$ cat src/sv/cau_pkg.sv
package cau_pkg;

   typedef enum logic [1:0] {
      KIND_ADD = 2'd0,
      KIND_SUB = 2'd1,
      KIND_MUL = 2'd2,
      KIND_DIV = 2'd3
   } kind_type;

   // control that travels with each pipeline slot
   typedef struct packed {
      logic valid;
      logic dz;
   } ctl_type;

endpackage

$ cat src/sv/cau_sat.sv
module cau_sat import cau_pkg::*; #(
   parameter int DW = 16,
   parameter int QW = 41
) (
   input  logic              clock,
   input  logic              reset,
   input  logic              en,
   input  ctl_type           ctl_i,
   input  logic              neg_re_i,
   input  logic              neg_im_i,
   input  logic [QW-1:0]     q_re_i,
   input  logic [QW-1:0]     q_im_i,
   output logic              valid_o,
   output logic [DW-1:0]     res_real,
   output logic [DW-1:0]     res_imag,
   output logic              overflow,
   output logic              div_by_zero
);

   localparam logic [QW-1:0] HALF = QW'(1) << (DW - 1);

   logic            v_ff, ovf_ff, dz_ff;
   logic [DW-1:0]   re_ff, im_ff;
   logic [DW-1:0]   re_in, im_in;
   logic            o_re, o_im;

   // clamp a sign/magnitude value to the signed word range
   always_comb begin
      if (neg_re_i) begin
         o_re  = q_re_i > HALF;
         re_in = o_re ? DW'(HALF) : DW'(-q_re_i);
      end else begin
         o_re  = q_re_i > HALF - QW'(1);
         re_in = o_re ? DW'(HALF - QW'(1)) : DW'(q_re_i);
      end
      if (neg_im_i) begin
         o_im  = q_im_i > HALF;
         im_in = o_im ? DW'(HALF) : DW'(-q_im_i);
      end else begin
         o_im  = q_im_i > HALF - QW'(1);
         im_in = o_im ? DW'(HALF - QW'(1)) : DW'(q_im_i);
      end
   end

   always_ff @(posedge clock) begin
      if (reset) begin
         v_ff <= 1'b0;
      end else if (en) begin
         v_ff <= ctl_i.valid;
      end
      if (en) begin
         re_ff  <= re_in;
         im_ff  <= im_in;
         ovf_ff <= o_re | o_im;
         dz_ff  <= ctl_i.dz;
      end
   end

   assign valid_o     = v_ff;
   assign res_real    = re_ff;
   assign res_imag    = im_ff;
   assign overflow    = ovf_ff;
   assign div_by_zero = dz_ff;

endmodule

$ cat config.mk
export PLATFORM = sky130hd
export DESIGN_NAME = cau_sat
export DESIGN_NICKNAME = d
export VERILOG_FILES = /design/src/sv/cau_pkg.sv /design/src/sv/cau_sat.sv
export SDC_FILE = /design/constraint.sdc
export NUM_CORES = 1
export LEC_CHECK = 0
export ABC_AREA = 1
export BUFFER_PORTS_ARGS = -buffer_cell sky130_fd_sc_hd__clkbuf_2
export CORE_MARGIN = 2
export CORE_UTILIZATION = 53
export CTS_BUF_LIST = sky130_fd_sc_hd__clkbuf_8 sky130_fd_sc_hd__clkbuf_16
export DETAILED_ROUTE_END_ITERATION = 12
export GPL_TIMING_DRIVEN = 0
export PLACE_DENSITY = 0.87
export SYNTH_ARGS = -nofsm -noshare
export SYNTH_HDL_FRONTEND = slang
export SYNTH_SLANG_ARGS = --single-unit
$ cat constraint.sdc
create_clock -name clock -period 4.9 [get_ports clock]
set_input_delay 1.225 -clock clock [delete_from_list [all_inputs] [get_ports clock]]
set_output_delay 1.225 -clock clock [all_outputs]
set_load 0.02 [all_outputs]
==> flow_summary.json <==
{
  "outcome": "finished, final reports clean",
  "hold_viol_final": 0,
  "multiInputGateArea_mm2": 0.00170,
  "yosys.area.top_type_share": 0.345,
  "synth_ff_type": "edfxtp_1",
  "grt_start_max_net_pins": 36,
  "cts_max_level": 2,
  "startpoint_type_of_the_worst_setup_path": "input port",
  "finalSetupViolations": 0,
  "drc_errors": 0,
  "ctsResizeCount": 0,
  "max_slew.worst_pin.slew_ns": 0.880,
  "synth_async_sr_flop_share": 0,
  "postCtsHoldBufs": 0,
  "min_path_type": "flop to flop",
  "synthTopCellsByArea": "edfxtp_1, nand2_1, nor2_1",
  "fin_ws_ns": 2.41,
  "synth-warning-count": 0,
  "top_level_ports": 124,
  "via_count_of_the_first_global_routing_pass": 3016,
  "worst-endpoint-arrival_ns": 2.51,
  "drive_gt1_frac": 0.282,
  "grt_setup_unrepaired": "false",
  "synthMostInstantiatedCell": "nand2_1",
  "crit_slowest_cell": "ha_1",
  "area.growth.synth_to_final_pct": 26.6,
  "achievable-frequency_mhz": 402,
  "root_buffer": "clkbuf_8",
  "clk_pin_slew_worst_paths_ns": 0.07,
  "yosysTopAreaCell": "edfxtp_1",
  "path_max_fanout": 10,
  "dr_total_vias": 3294,
  "min_period_over_period": 0.508,
  "path_cells": "clkbuf_2, inv_1, ha_1, nand2_2, nor2_4, nand2_2, nor2_2, nand2_2, nand2_4, buf_6, a21oi_1",
  "place.port_buffers": 121,
  "timing.max_slew.rel_slack": 0.413,
  "grt_resource_usage_total": 0.255,
  "final.setup_skew_ns": 0,
  "cts-root-to-sink-buffers": 2,
  "hpwl_mm": 5.91,
  "grt_first_pass_wirelength_mm": 12.8,
  "cellPowerDensity_mw_per_mm2": 207,
  "ir_worst_vdd_mv": 0.113,
  "gr-total-overflow": 0,
  "worstSkewPairLatency_ns": 0.28,
  "seq_area_frac_synth": 0.352,
  "cts.sink_count": 35,
  "synth_edf_count": 34,
  "core_region_area_mm2": 0.00544,
  "seqCellArea_mm2": 0.00104,
  "final.setup.tns_ns": 0,
  "maxSlewViolCount": 0,
  "postSynthNetCount": 527,
  "floorplan.initialDensity": 0.543,
  "detailedRoute.firstIterationViolations": 241,
  "mappedNetlistArea_mm2": 0.00296,
  "antenna_cells_inserted": 0,
  "top_cells_by_count_synth": "nand2_1, nor2_1, nand3_1, edfxtp_1, inv_1",
  "wl_per_cell_um": 12.0,
  "synth_seq_cells": 35,
  "ant_nets": 0,
  "tritoncts": "yes",
  "synth_cell_types": 31,
  "postSynthCellCount": 434,
  "cap_violations": 0,
  "cts_setup_buffers": 0,
  "number_of_nets_in_the_layout": 655,
  "leakagePower_nw": 1.76,
  "post_route_core_utilization": 0.688,
  "cp.required_ns": 4.92,
  "die_height_um": 78.7,
  "final.min_clock_period_ns": 2.49,
  "chipWidth_um": 78.7,
  "detailedRoute.firstPassIterationCount": 5,
  "floorplan.die_area_mm2": 0.00619,
  "vias_per_cell": 5.19,
  "critical-path-max-stage-delay_ns": 0.23,
  "filler_cell_count": 453,
  "syn_avg_cell_area_um2": 6.81,
  "worst-setup-path-type": "input port to flop",
  "globalplace.congestion": 0.929,
  "detailedPlace.worstSlack_ns": 2.12,
  "fin_worst_hold_slack_ns": 0.523,
  "tritoncts.num_buffers": 5,
  "wl_mm": 7.60,
  "worst_setup_path_end_kind": "flop",
  "row_count": 27,
  "antenna_violations_before_repair": 0,
  "crit_top_cell": "nand2_2"
}
## worst max-delay path: cells and delay by family
family          cells  cell delay [ns]
compound gates      1             0.07
fa+ha+maj           1             0.23
buf+inv             3             0.35
simple gates        6             0.62
## metal layers
| layer | GRT usage | vias up | wire (um) |
|---|---|---|---|
| met5 | 0 | - | 0 |
| met4 | 0.105 | 0 | 251 |
| met3 | 0.0437 | 33 | 565 |
| met2 | 0.444 | 172 | 3680 |
| met1 | 0.311 | 1438 | 3100 |
| li1 | - | 1651 | - |
## logic make-up (layout without fill, tap and decap cells)
family | after synthesis | count (layout) | share of synthesized area
buf+inv | 45 | 174 | 0.0724
compound gates | 9 | 9 | 0.0161
flops | 35 | 35 | 0.352
simple gates | 319 | 319 | 0.477
fa+ha+maj | 4 | 4 | 0.0169
xor+xnor | 21 | 21 | 0.0622
mux | 1 | 1 | 0.00339
## area by class of cell
type,count,area share
Clock buffer,6,0.0221
Sequential cell,35,0.278
Timing Repair Buffer,121,0.162
Clock inverter,2,0.00234
Buffer,9,0.0211
Tap cell,72,0.0241
Multi-Input combinational cell,354,0.454
Inverter,36,0.0361
## sequential cells by signal, summed over array words and instances (netlist names)
name and count:
res_imag 16, res_real 16, div_by_zero 1, overflow 1, valid_o 1
## placed cells by master, fill, tap and decap left out, types with 3 or more instances in the layout
master	count
nand2_1	135
clkbuf_2	122
nor2_1	98
nand3_1	46
edfxtp_1	34
inv_1	33
xor2_1	19
nand3_2	8
nand4_1	7
nor3_1	7
clkbuf_8	7
nand2_2	5
o21ai_0	5
nor2_2	4
buf_6	4
ha_1	4
nor2_4	3
a21oi_1	3
## final timing paths
kind / startpoint / to / slack, ns / cells past startpoint
setup / recovery: q_re_i[0] / res_real[15] / 2.41 / 11
hold / removal: valid_o / valid_o / 0.52 / 2
setup reg to reg: valid_o / valid_o / 4.30 / 2
hold reg to reg: valid_o / valid_o / 0.52 / 2
## stage by stage
| stage | instances | power (mW) | area (um^2) |
|---|---|---|---|
| 2_1_floorplan | 434 | 0.474 | 2960 |
| 3_3_place_gp | 627 | 0.562 | 3650 |
| 3_5_place_dp | 627 | 0.568 | 3650 |
| 4_1_cts | 635 | 0.775 | 3740 |
| 5_1_grt | 635 | 0.813 | 3740 |
| 6_report | 635 | 0.775 | 3740 |
## power breakdown
| part | switching, mW | total, mW | internal [mW] |
|---|---|---|---|
| Combinational | 0.127 | 0.200 | 0.0732 |
| Sequential | 0.00739 | 0.364 | 0.357 |
| Clock | 0.0994 | 0.211 | 0.111 |
Power figures use the tool's default switching activity.
