--- src/sv/cau_pkg.sv ---
package cau_pkg;

   typedef enum logic [1:0] {
      KIND_ADD = 2'd0,
      KIND_SUB = 2'd1,
      KIND_MUL = 2'd2,
      KIND_DIV = 2'd3
   } kind_type;

   // control that travels with each pipeline slot
   typedef struct packed {
      logic valid;
      logic dz;
   } ctl_type;

endpackage

--- src/sv/cau_div_stage.sv ---
module cau_div_stage import cau_pkg::*; #(
   parameter int QW = 41,
   parameter int DENW = 32
) (
   input  logic              clock,
   input  logic              reset,
   input  logic              en,
   input  ctl_type           ctl_i,
   input  logic              neg_re_i,
   input  logic              neg_im_i,
   input  logic [QW-1:0]     work_re_i,
   input  logic [QW-1:0]     work_im_i,
   input  logic [DENW-1:0]   rem_re_i,
   input  logic [DENW-1:0]   rem_im_i,
   input  logic [DENW-1:0]   den_i,
   output ctl_type           ctl_o,
   output logic              neg_re_o,
   output logic              neg_im_o,
   output logic [QW-1:0]     work_re_o,
   output logic [QW-1:0]     work_im_o,
   output logic [DENW-1:0]   rem_re_o,
   output logic [DENW-1:0]   rem_im_o,
   output logic [DENW-1:0]   den_o
);

   // one restoring step per part: shift in the next dividend bit, subtract if it fits
   logic [DENW:0]   t_re, t_im;
   logic            ge_re, ge_im;
   ctl_type         ctl_ff;
   logic            nre_ff, nim_ff;
   logic [QW-1:0]   wre_ff, wim_ff;
   logic [DENW-1:0] rre_ff, rim_ff, den_ff;

   assign t_re  = {rem_re_i, work_re_i[QW-1]};
   assign t_im  = {rem_im_i, work_im_i[QW-1]};
   assign ge_re = t_re >= {1'b0, den_i};
   assign ge_im = t_im >= {1'b0, den_i};

   always_ff @(posedge clock) begin
      if (reset) begin
         ctl_ff <= '0;
      end else if (en) begin
         ctl_ff <= ctl_i;
      end
      if (en) begin
         nre_ff <= neg_re_i;
         nim_ff <= neg_im_i;
         wre_ff <= {work_re_i[QW-2:0], ge_re};
         wim_ff <= {work_im_i[QW-2:0], ge_im};
         rre_ff <= ge_re ? DENW'(t_re - {1'b0, den_i}) : t_re[DENW-1:0];
         rim_ff <= ge_im ? DENW'(t_im - {1'b0, den_i}) : t_im[DENW-1:0];
         den_ff <= den_i;
      end
   end

   assign ctl_o     = ctl_ff;
   assign neg_re_o  = nre_ff;
   assign neg_im_o  = nim_ff;
   assign work_re_o = wre_ff;
   assign work_im_o = wim_ff;
   assign rem_re_o  = rre_ff;
   assign rem_im_o  = rim_ff;
   assign den_o     = den_ff;

endmodule

--- config.mk ---
export PLATFORM = sky130hd
export DESIGN_NAME = cau_div_stage
export DESIGN_NICKNAME = d
export VERILOG_FILES = /design/src/sv/cau_pkg.sv /design/src/sv/cau_div_stage.sv
export SDC_FILE = /design/constraint.sdc
export NUM_CORES = 1
export LEC_CHECK = 0
export BUFFER_PORTS_ARGS = -buffer_cell sky130_fd_sc_hd__buf_2
export CORE_MARGIN = 3
export CORE_UTILIZATION = 53
export DETAILED_ROUTE_END_ITERATION = 16
export GPL_TIMING_DRIVEN = 0
export PLACE_DENSITY = 0.89
export SLEW_MARGIN = 20
export SYNTH_ARGS = -nofsm -noshare
export SYNTH_HDL_FRONTEND = slang
export SYNTH_SLANG_ARGS = --single-unit
--- constraint.sdc ---
create_clock -name clock -period 8.2 [get_ports clock]
set_clock_uncertainty 0.05 [all_clocks]
set_input_delay 1.64 -clock clock [delete_from_list [all_inputs] [get_ports clock]]
set_output_delay 1.64 -clock clock [all_outputs]
set_load 0.05 [all_outputs]
==> impl_metrics.py <==
metrics = {
    "floorplan": {
        "io_pins": 367,
        "die_height_um": 143,
        "start_util_pct": 54.8,
        "dieWidth_um": 143,
        "core_sq_um": 18200,
        "row_count": 49,
        "dieArea_sq_um": 20500,
    },
    "yosys": {
        "synth_cells": 790,
        "syn_avg_cell_area_sq_um": 12.6,
        "netlist_top_cells_count": "edfxtp_1 (180), ha_1 (64), a21oi_1 (56)",
        "synth.net_count": 1041,
        "postSynth.asyncResetShare_pct": 0,
        "synth_warnings": 0,
        "synth_seq_cells": 182,
        "synth_area_sq_um": 9970,
        "synth-main-ff-cell": "edfxtp_1",
        "yosysSeqAreaShare_pct": 54.6,
        "synth-edff-count": 180,
        "synth.distinct_cells": 68,
        "synth_top_area_share_pct": 54.2,
        "yosysTopAreaCell": "edfxtp_1",
        "synthTopCellsByArea": "edfxtp_1 (54%), ha_1 (8.0%), mux2_4 (3.9%), mux2_2 (2.8%), a21oi_1 (2.8%)",
        "yosysMostFrequentCell": "edfxtp_1",
    },
    "pwr": {
        "leakagePower_uw": 0.00579,
        "peakVddDrop_uv": 143,
        "power_density_nw_per_um2": 232,
        "p_total_uw": 2960,
    },
    "place": {
        "pre_cts_ws_ns": 2.81,
        "numPortBuffers": 366,
        "gp_congestion": 0.935,
        "dp_hpwl_mm": 23.1,
        "placed_cell_area_sq_um": 12100,
    },
    "sta": {
        "final.setup.tns_ns": 0,
        "max_slew_margin_pct": 42.4,
        "hold_viol": 0,
        "final_max_slew_viol_count": 0,
        "worst_pin_slew_ns": 0.864,
        "rsz0062_at_grt": "no",
        "max_freq_mhz": 198,
        "setup_violations": 0,
        "period_share_pct": 61.5,
        "period_needed_ns": 5.05,
        "fin_ws_ns": 3.15,
    },
    "cts": {
        "h-tree-depth": 4,
        "tritoncts": "yes",
        "ctsResizeCount": 0,
        "cts_inserted_buffers": 17,
        "clk_latency_ns": 0.44,
        "post_cts_buffers": 0,
        "hold_buffers": 0,
        "cts_root_buffer": "clkbuf_16",
        "clock-sinks": 182,
        "clk_path_buf_depth": 2,
        "clkTransAtPathRegs_ns": 0.07,
    },
    "route": {
        "drc_errors": 0,
        "ant_nets": 0,
        "routed_wirelength_mm": 28.7,
        "met2_wirelength_mm": 15.2,
        "post_drt_wl_per_cell_um": 20.2,
        "wl_met3_mm": 2.15,
        "via_per_inst": 5.65,
        "dr.max_layer_used": "met5",
        "first_iter_violations": 460,
        "drt_pass1_iterations": 5,
        "via_count": 8023,
        "wl_met1_mm": 10.8,
    },
    "setup_path": {
        "end_kind": "flop",
        "worstPathMaxFanout": 10,
        "worstPathRequired_ns": 8.34,
        "worstPathArrival_ns": 5.19,
        "criticalPathCategory": "in -> reg",
        "worst_setup_path_start_kind": "input pin",
    },
    "global_route": {
        "grt_pass1_vias": 7910,
        "grt.overflow.total": 0,
        "antenna_found_initial": 4,
        "grt_max_degree": 113,
        "grt_pass1_wl_mm": 42.5,
        "track_usage_pct": 27.0,
    },
    "final_layout": {
        "final_area_sq_um": 12700,
        "seqCellArea_sq_um": 5450,
        "drive_gt1_share_pct": 39.2,
        "final_util_pct": 69.9,
        "multiInputGateArea_sq_um": 4220,
        "nFillCells": 1348,
        "area_growth_pct": 27.7,
        "fin_nets": 1427,
    },
    "status": {
        "outcome": "finished clean",
    },
    "job": {
        "maxCapViolCount": 0,
    },
    "min_path": {
        "hp-class": "reg -> reg",
    },
}
-- sequential cells by signal, summed over array words and instances, names as in the netlist --
register / cells
den_o: 32
work_re_o: 41
rem_im_o: 32
work_im_o: 41
neg_re_o: 1
ctl_o: 2
rem_re_o: 32
neg_im_o: 1
-- cells by family (layout without fill, tap and decap cells) --
logic type / after synthesis / after routing / synth area share (%)
other: 0 / 2 / 0
AOI/OAI and AO/OA: 200 / 200 / 13.6
DFF: 182 / 182 / 54.6
adders and majority gates: 66 / 66 / 8.43
muxes: 66 / 66 / 8.33
buffers and inverters: 72 / 471 / 3.07
and+or+nand+nor: 153 / 153 / 7.49
xor gates and xnor gates: 51 / 51 / 4.48
-- power by group --
group / switching, uW / leakage [uW] / internal (uW)
combinational: 665 / 0.00372 / 301
clock: 405 / 0.000292 / 414
sequential: 25.3 / 0.00178 / 1150
-- cells in the final DEF, fill, tap and decap left out, drive strengths merged, types with 3 or more instances in the layout --
cell type    n
xor2        22
nand3       11
xnor2       29
and3         4
a211o        4
nor3        14
edfxtp     180
nand2b       5
buf        375
clkinv       7
o21ai       32
mux2i        8
a211oi       7
ha          64
a21o        36
mux2        58
a311oi       5
and2         4
nor2b        9
o21a         7
nor2        36
nand3b       3
nand4       12
and4         5
a21oi       56
o31ai        6
clkbuf      31
o211ai       5
a31oi        7
nand2       45
o21bai       8
inv         58
o31a         6
-- layout make-up --
class,instances,area share (%)
well taps,229,2.25
clock inverters,15,1.39
clock buffers,17,3.34
flip-flops and latches,182,42.8
diodes,2,0.0393
repair buffers,367,14.7
multi-input cells,536,33.1
plain buffers,22,0.933
inverters,50,1.47
-- worst paths after layout --
kind	start	endpoint	slack (ns)	cells past startpoint
worst min-delay path	ctl_o[0]$_SDFFE_PP0P_	ctl_o[0]$_SDFFE_PP0P_	0.46	2
worst min register to register	ctl_o[0]$_SDFFE_PP0P_	ctl_o[0]$_SDFFE_PP0P_	0.46	2
worst max register to register	ctl_o[1]$_SDFFE_PP0P_	ctl_o[1]$_SDFFE_PP0P_	7.51	2
worst max-delay path	den_i[1]	rem_re_o[28]$_DFFE_PP_	3.15	13
-- metal layers --
layer | up-vias | global-route usage (%)
li1 | 3791 | -
met1 | 3836 | 32.2
met2 | 349 | 48.5
met3 | 43 | 5.86
met4 | 4 | 8.50
met5 | - | 0
-- worst max-delay path: stages --
cell and delay, ns:
buf_2 0.17, inv_1 0.09, ha_1 0.29, nor2b_1 0.13, o21a_1 0.23, o211ai_1 0.14, a21oi_1 0.31, or2_1 0.20
a31oi_2 0.16, o31a_1 0.33, a311oi_2 0.75, buf_4 0.36, mux2_2 0.36
-- stage by stage --
stage | std cells | hold WS (ns)
after global placement | 1385 | 0.422
after global routing | 1420 | 0.498
final | 1420 | 0.459
after CTS | 1418 | 0.460
after floorplan | 790 | 0.683
after detailed placement | 1386 | 0.443
Power figures use the tool's default switching activity.
