## config.mk

```make
export PLATFORM = sky130hd
export DESIGN_NAME = cau_front
export DESIGN_NICKNAME = d
export VERILOG_FILES = /design/src/sv/cau_pkg.sv /design/src/sv/cau_front.sv
export SDC_FILE = /design/constraint.sdc
export NUM_CORES = 2
export LEC_CHECK = 0
export ABC_CLOCK_PERIOD_IN_PS = 9100
export BUFFER_PORTS_ARGS = -buffer_cell sky130_fd_sc_hd__buf_4
export CORE_ASPECT_RATIO = 1.2
export CORE_MARGIN = 1.5
export CORE_UTILIZATION = 40
export DETAILED_ROUTE_END_ITERATION = 8
export HOLD_SLACK_MARGIN = 0.05
export PLACE_DENSITY = 0.53
export SETUP_SLACK_MARGIN = 0.4
export SLEW_MARGIN = 20
export SYNTH_ARGS = -nofsm -noshare
export SYNTH_HDL_FRONTEND = slang
export SYNTH_SLANG_ARGS = --single-unit
```

## constraint.sdc

```tcl
create_clock -name clock -period 9.1 [get_ports clock]
set_clock_uncertainty 0.2 [all_clocks]
set_input_delay 0.91 -clock clock [delete_from_list [all_inputs] [get_ports clock]]
set_output_delay 0.91 -clock clock [all_outputs]
set_load 0.005 [all_outputs]
```

## src/sv/cau_pkg.sv

```systemverilog
package cau_pkg;

   typedef enum logic [1:0] {
      KIND_ADD = 2'd0,
      KIND_SUB = 2'd1,
      KIND_MUL = 2'd2,
      KIND_DIV = 2'd3
   } kind_type;

   // control that travels with each pipeline slot
   typedef struct packed {
      logic valid;
      logic dz;
   } ctl_type;

endpackage

```

## src/sv/cau_front.sv

```systemverilog
module cau_front import cau_pkg::*; #(
   parameter int DW = 16,
   parameter int F  = 8,
   parameter int VW = 2 * DW + 1,
   parameter int QW = VW + F,
   parameter int DENW = 2 * DW
) (
   input  logic                   clock,
   input  logic                   reset,
   input  logic                   en,
   input  logic                   in_valid,
   input  logic [1:0]             kind,
   input  logic signed [DW-1:0]   a_real,
   input  logic signed [DW-1:0]   a_imag,
   input  logic signed [DW-1:0]   b_real,
   input  logic signed [DW-1:0]   b_imag,
   output ctl_type                ctl,
   output logic                   neg_re,
   output logic                   neg_im,
   output logic [QW-1:0]          work_re,
   output logic [QW-1:0]          work_im,
   output logic [DENW-1:0]        den
);

   // stage A: products and plain sums
   logic                  a_v_ff;
   kind_type              a_kind_ff;
   logic signed [2*DW-1:0] p_rr_ff, p_ii_ff, p_ri_ff, p_ir_ff, sq_r_ff, sq_i_ff;
   logic signed [DW:0]    s_re_ff, s_im_ff;
   logic signed [DW:0]    s_re_in, s_im_in;

   always_comb begin
      if (kind_type'(kind) == KIND_SUB) begin
         s_re_in = {a_real[DW-1], a_real} - {b_real[DW-1], b_real};
         s_im_in = {a_imag[DW-1], a_imag} - {b_imag[DW-1], b_imag};
      end else begin
         s_re_in = {a_real[DW-1], a_real} + {b_real[DW-1], b_real};
         s_im_in = {a_imag[DW-1], a_imag} + {b_imag[DW-1], b_imag};
      end
   end

   always_ff @(posedge clock) begin
      if (reset) begin
         a_v_ff <= 1'b0;
      end else if (en) begin
         a_v_ff <= in_valid;
      end
      if (en) begin
         a_kind_ff <= kind_type'(kind);
         p_rr_ff   <= a_real * b_real;
         p_ii_ff   <= a_imag * b_imag;
         p_ri_ff   <= a_real * b_imag;
         p_ir_ff   <= a_imag * b_real;
         sq_r_ff   <= b_real * b_real;
         sq_i_ff   <= b_imag * b_imag;
         s_re_ff   <= s_re_in;
         s_im_ff   <= s_im_in;
      end
   end

   // stage B: combine cross products (or take the sums) into one signed value per part
   logic                   b_v_ff, b_div_ff, b_dz_ff;
   logic signed [VW-1:0]   b_re_ff, b_im_ff;
   logic [DENW-1:0]        b_den_ff;
   logic signed [VW-1:0]   b_re_in, b_im_in;
   logic [DENW-1:0]        den_sum;
   logic signed [VW-1:0]   e_rr, e_ii, e_ri, e_ir;

   assign e_rr = VW'(p_rr_ff);
   assign e_ii = VW'(p_ii_ff);
   assign e_ri = VW'(p_ri_ff);
   assign e_ir = VW'(p_ir_ff);
   assign den_sum = DENW'($unsigned(sq_r_ff)) + DENW'($unsigned(sq_i_ff));

   always_comb begin
      case (a_kind_ff)
         KIND_MUL: begin
            b_re_in = (e_rr - e_ii) >>> F;
            b_im_in = (e_ri + e_ir) >>> F;
         end
         KIND_DIV: begin
            b_re_in = e_rr + e_ii;
            b_im_in = e_ir - e_ri;
         end
         default: begin
            b_re_in = VW'(s_re_ff);
            b_im_in = VW'(s_im_ff);
         end
      endcase
   end

   always_ff @(posedge clock) begin
      if (reset) begin
         b_v_ff <= 1'b0;
      end else if (en) begin
         b_v_ff <= a_v_ff;
      end
      if (en) begin
         b_re_ff  <= b_re_in;
         b_im_ff  <= b_im_in;
         b_den_ff <= den_sum;
         b_div_ff <= (a_kind_ff == KIND_DIV);
         b_dz_ff  <= (a_kind_ff == KIND_DIV) && (den_sum == '0);
      end
   end

   // stage C: sign and magnitude, divider operands
   logic                  c_v_ff, c_dz_ff, c_nre_ff, c_nim_ff;
   logic [QW-1:0]         c_wre_ff, c_wim_ff;
   logic [DENW-1:0]       c_den_ff;
   logic [VW-1:0]         m_re, m_im;

   assign m_re = b_re_ff[VW-1] ? VW'(-b_re_ff) : VW'(b_re_ff);
   assign m_im = b_im_ff[VW-1] ? VW'(-b_im_ff) : VW'(b_im_ff);

   always_ff @(posedge clock) begin
      if (reset) begin
         c_v_ff <= 1'b0;
      end else if (en) begin
         c_v_ff <= b_v_ff;
      end
      if (en) begin
         c_dz_ff  <= b_dz_ff;
         c_nre_ff <= b_re_ff[VW-1];
         c_nim_ff <= b_im_ff[VW-1];
         if (b_dz_ff) begin
            c_wre_ff <= '0;
            c_wim_ff <= '0;
            c_den_ff <= DENW'(1);
         end else if (b_div_ff) begin
            c_wre_ff <= QW'(m_re) << F;
            c_wim_ff <= QW'(m_im) << F;
            c_den_ff <= b_den_ff;
         end else begin
            // divide by one to pass the value through unchanged
            c_wre_ff <= QW'(m_re);
            c_wim_ff <= QW'(m_im);
            c_den_ff <= DENW'(1);
         end
      end
   end

   assign ctl       = '{valid: c_v_ff, dz: c_dz_ff};
   assign neg_re    = c_nre_ff;
   assign neg_im    = c_nim_ff;
   assign work_re   = c_wre_ff;
   assign work_im   = c_wim_ff;
   assign den       = c_den_ff;

endmodule

```

==> qor.yml <==
cts:
  clock_latency_ns: 0.71
  cts_max_level: 2
  post_cts_resized: 0
  hold_buffers: 0
  clockRootBuffer: "clkbuf_16"
  cts.sinks: 446
  numCtsBuffers: 53
  clk_pin_slew_ns: 0.09
  cts.path.max_buffers: 3
  postCtsSetupBuffers: 0
  cts_tree: "yes"
setup_path:
  startpoint_type: "input port"
  path_buf_inv: 7
  arrival_ns: 8.01
  crit_type: "input port to register"
  critPathSlowestCell: "fa_1"
  crit_path_max_incr_delay_ns: 0.53
  endpoint_kind: "register"
  r2r_start: "a_kind_ff[1]"
  path_max_fanout: 25
  worstRegToRegCells: 11
  crit_family: "adder cells"
  rrSetupSlack_ns: 2.93
  path_common_cell: "fa_1"
  r2r-end: "b_dz_ff"
  critPathRequiredTime_ns: 9.34
timing:
  rsz0062_at_grt: "false"
  slew_viol_final: 0
  finalCritPeriodShare_pct: 85.38
  setup_violations: 0
  tns_ns: 0
  timing.fmax_mhz: 128.7
  post-route-min-period_ns: 7.769
  hold_viol: 0
  worstMarginPinSlew_ns: 1.258
  slew_headroom_pct: 15.51
cells_and_area:
  layout-drive-gt1-share_pct: 5.121
  syn_to_final_growth_pct: 7.589
  num-nets-final: 10810
  final_cell_mix: "inv_1, fa_1, nand2_1, ha_1, and2_1"
  fin_area_sq_um: 87960
  final_common_cell: "inv_1"
min_path:
  whs_path_depth: 2
  min_path_type: "input port to register"
  holdCritStartpoint: "reset"
  min_to: "c_v_ff"
floorplan:
  row_count: 181
  die_h_um: 498.3
  core_sq_um: 202900
  die_w_um: 415.7
  dieArea_sq_um: 207100
  io_pins: 188
  start_util_pct: 40.29
global_route:
  grt.overflow.total: 0
  antenna_found_initial: 26
  grt_usage_pct: 23.90
  grt_pass1_wl_um: 375400
  grt_pass1_vias: 62770
  grt_max_degree: 159
synth:
  synth_area_per_cell_sq_um: 9.618
  synthDistinctLibCells: 74
  syn-num-nets: 10800
  synth_edf_count: 443
  synth-seq-cells: 446
  syn_area_sq_um: 81760
  synth_top_area_share_pct: 37.17
  synth.area.top_cells: "fa_1, edfxtp_1, ha_1, inv_1, and2_1"
  synthFlopType: "edfxtp_1"
  async_flop_share_pct: 0
  netlist_instances: 8500
  yosys_warnings: 0
  ys_seq_area_share_pct: 16.34
  yosysTopAreaCell: "fa_1"
route:
  ant_nets: 0
  first_pass_iters: 5
  vias: 57790
  vias_per_cell: 5.152
  drcViolationCount: 0
  wl_per_cell_um: 21.71
  dr.first_iter.drc_count: 3454
  wirelength_um: 243600
placement:
  placed_area_sq_um: 86130
  gp_congestion: 0.9180
  numPortBuffers: 187
  hpwl_um: 196000
run_status:
  status: "complete, no violations"
job:
  maxCapViolCount: 0
==> worst max-delay path by stage <==
stage / startpoint / end / cells past startpoint
after floorplan: b_imag[1] / p_ri_ff[31] / 24
after global placement: b_imag[8] / p_ii_ff[31] / 26
after detailed placement: b_imag[8] / p_ii_ff[31] / 26
after CTS: b_imag[8] / p_ii_ff[31] / 26
after global routing: b_imag[3] / p_ii_ff[31] / 23
final: b_imag[8] / p_ii_ff[31] / 26
==> synth_stat cells, drive strengths merged, types with 21 or more instances <==
cell / n
a211oi: 59
nor3: 60
fa: 1518
xnor2: 332
nand2: 762
buf: 24
a21o: 95
nor4: 21
nor2b: 39
o21ai: 191
inv: 1901
ha: 711
clkbuf: 329
edfxtp: 443
o21bai: 49
o21a: 36
a21oi: 283
nand3: 54
nand2b: 58
or2: 21
xor2: 129
and2: 594
a31oi: 27
o31ai: 38
nor2: 416
or3: 31
==> metrics by stage <==
step	util, %	std cells	hold slack (ns)	setup slack [ns]
6_report	43.35	11220	0.2051	1.331
5_1_grt	43.34	11210	0.1891	1.043
4_1_cts	43.33	11210	0.1530	1.468
3_5_place_dp	42.45	11110	0.2936	0.7119
3_3_place_gp	42.45	11110	0.2759	0.7777
2_1_floorplan	-	8500	0.2391	1.275
==> sequential cells by signal (all words and copies together), names as in the netlist, 2 cells and up <==
register,count
den,32
b_re_ff,33
p_rr_ff,32
s_re_ff,17
s_im_ff,17
b_den_ff,32
work_re,41
p_ii_ff,32
a_kind_ff,2
p_ir_ff,32
b_im_ff,33
work_im,41
sq_i_ff,31
sq_r_ff,31
p_ri_ff,32
==> routing by layer <==
metal | global-route usage [%] | share of wire [%]
met1 | 30.37 | 41
met2 | 41.80 | 50
met3 | 3.253 | 5.4
met4 | 7.765 | 3.5
met5 | 0 | 0.044
==> logic make-up (layout without fill, tap and decap cells) <==
| kind of cell | count (synthesis) | in the layout | synth area share, % |
|---|---|---|---|
| other cells | 0 | 12 | 0 |
| xor+xnor | 461 | 461 | 4.939 |
| mux | 15 | 15 | 0.1882 |
| compound gates | 958 | 958 | 7.513 |
| simple gates | 2121 | 2121 | 12.53 |
| flops | 446 | 446 | 16.34 |
| fa+ha+maj | 2229 | 2229 | 48.05 |
| buf+inv | 2270 | 2323 | 10.43 |
==> area by class of cell <==
type	instances	area [sq um]
tap	2653	3319
antenna	12	30.03
inverter	1917	7196
sequential	446	13360
clock inverter	38	447.9
fill	19910	115000
clock buffer	60	1353
multi-input combinational	5784	59870
timing repair buffer	308	2382
Power is left out: the tool's default activity adds up to more than one toggle a clock period on the data nets, which glitch-free logic cannot reach.
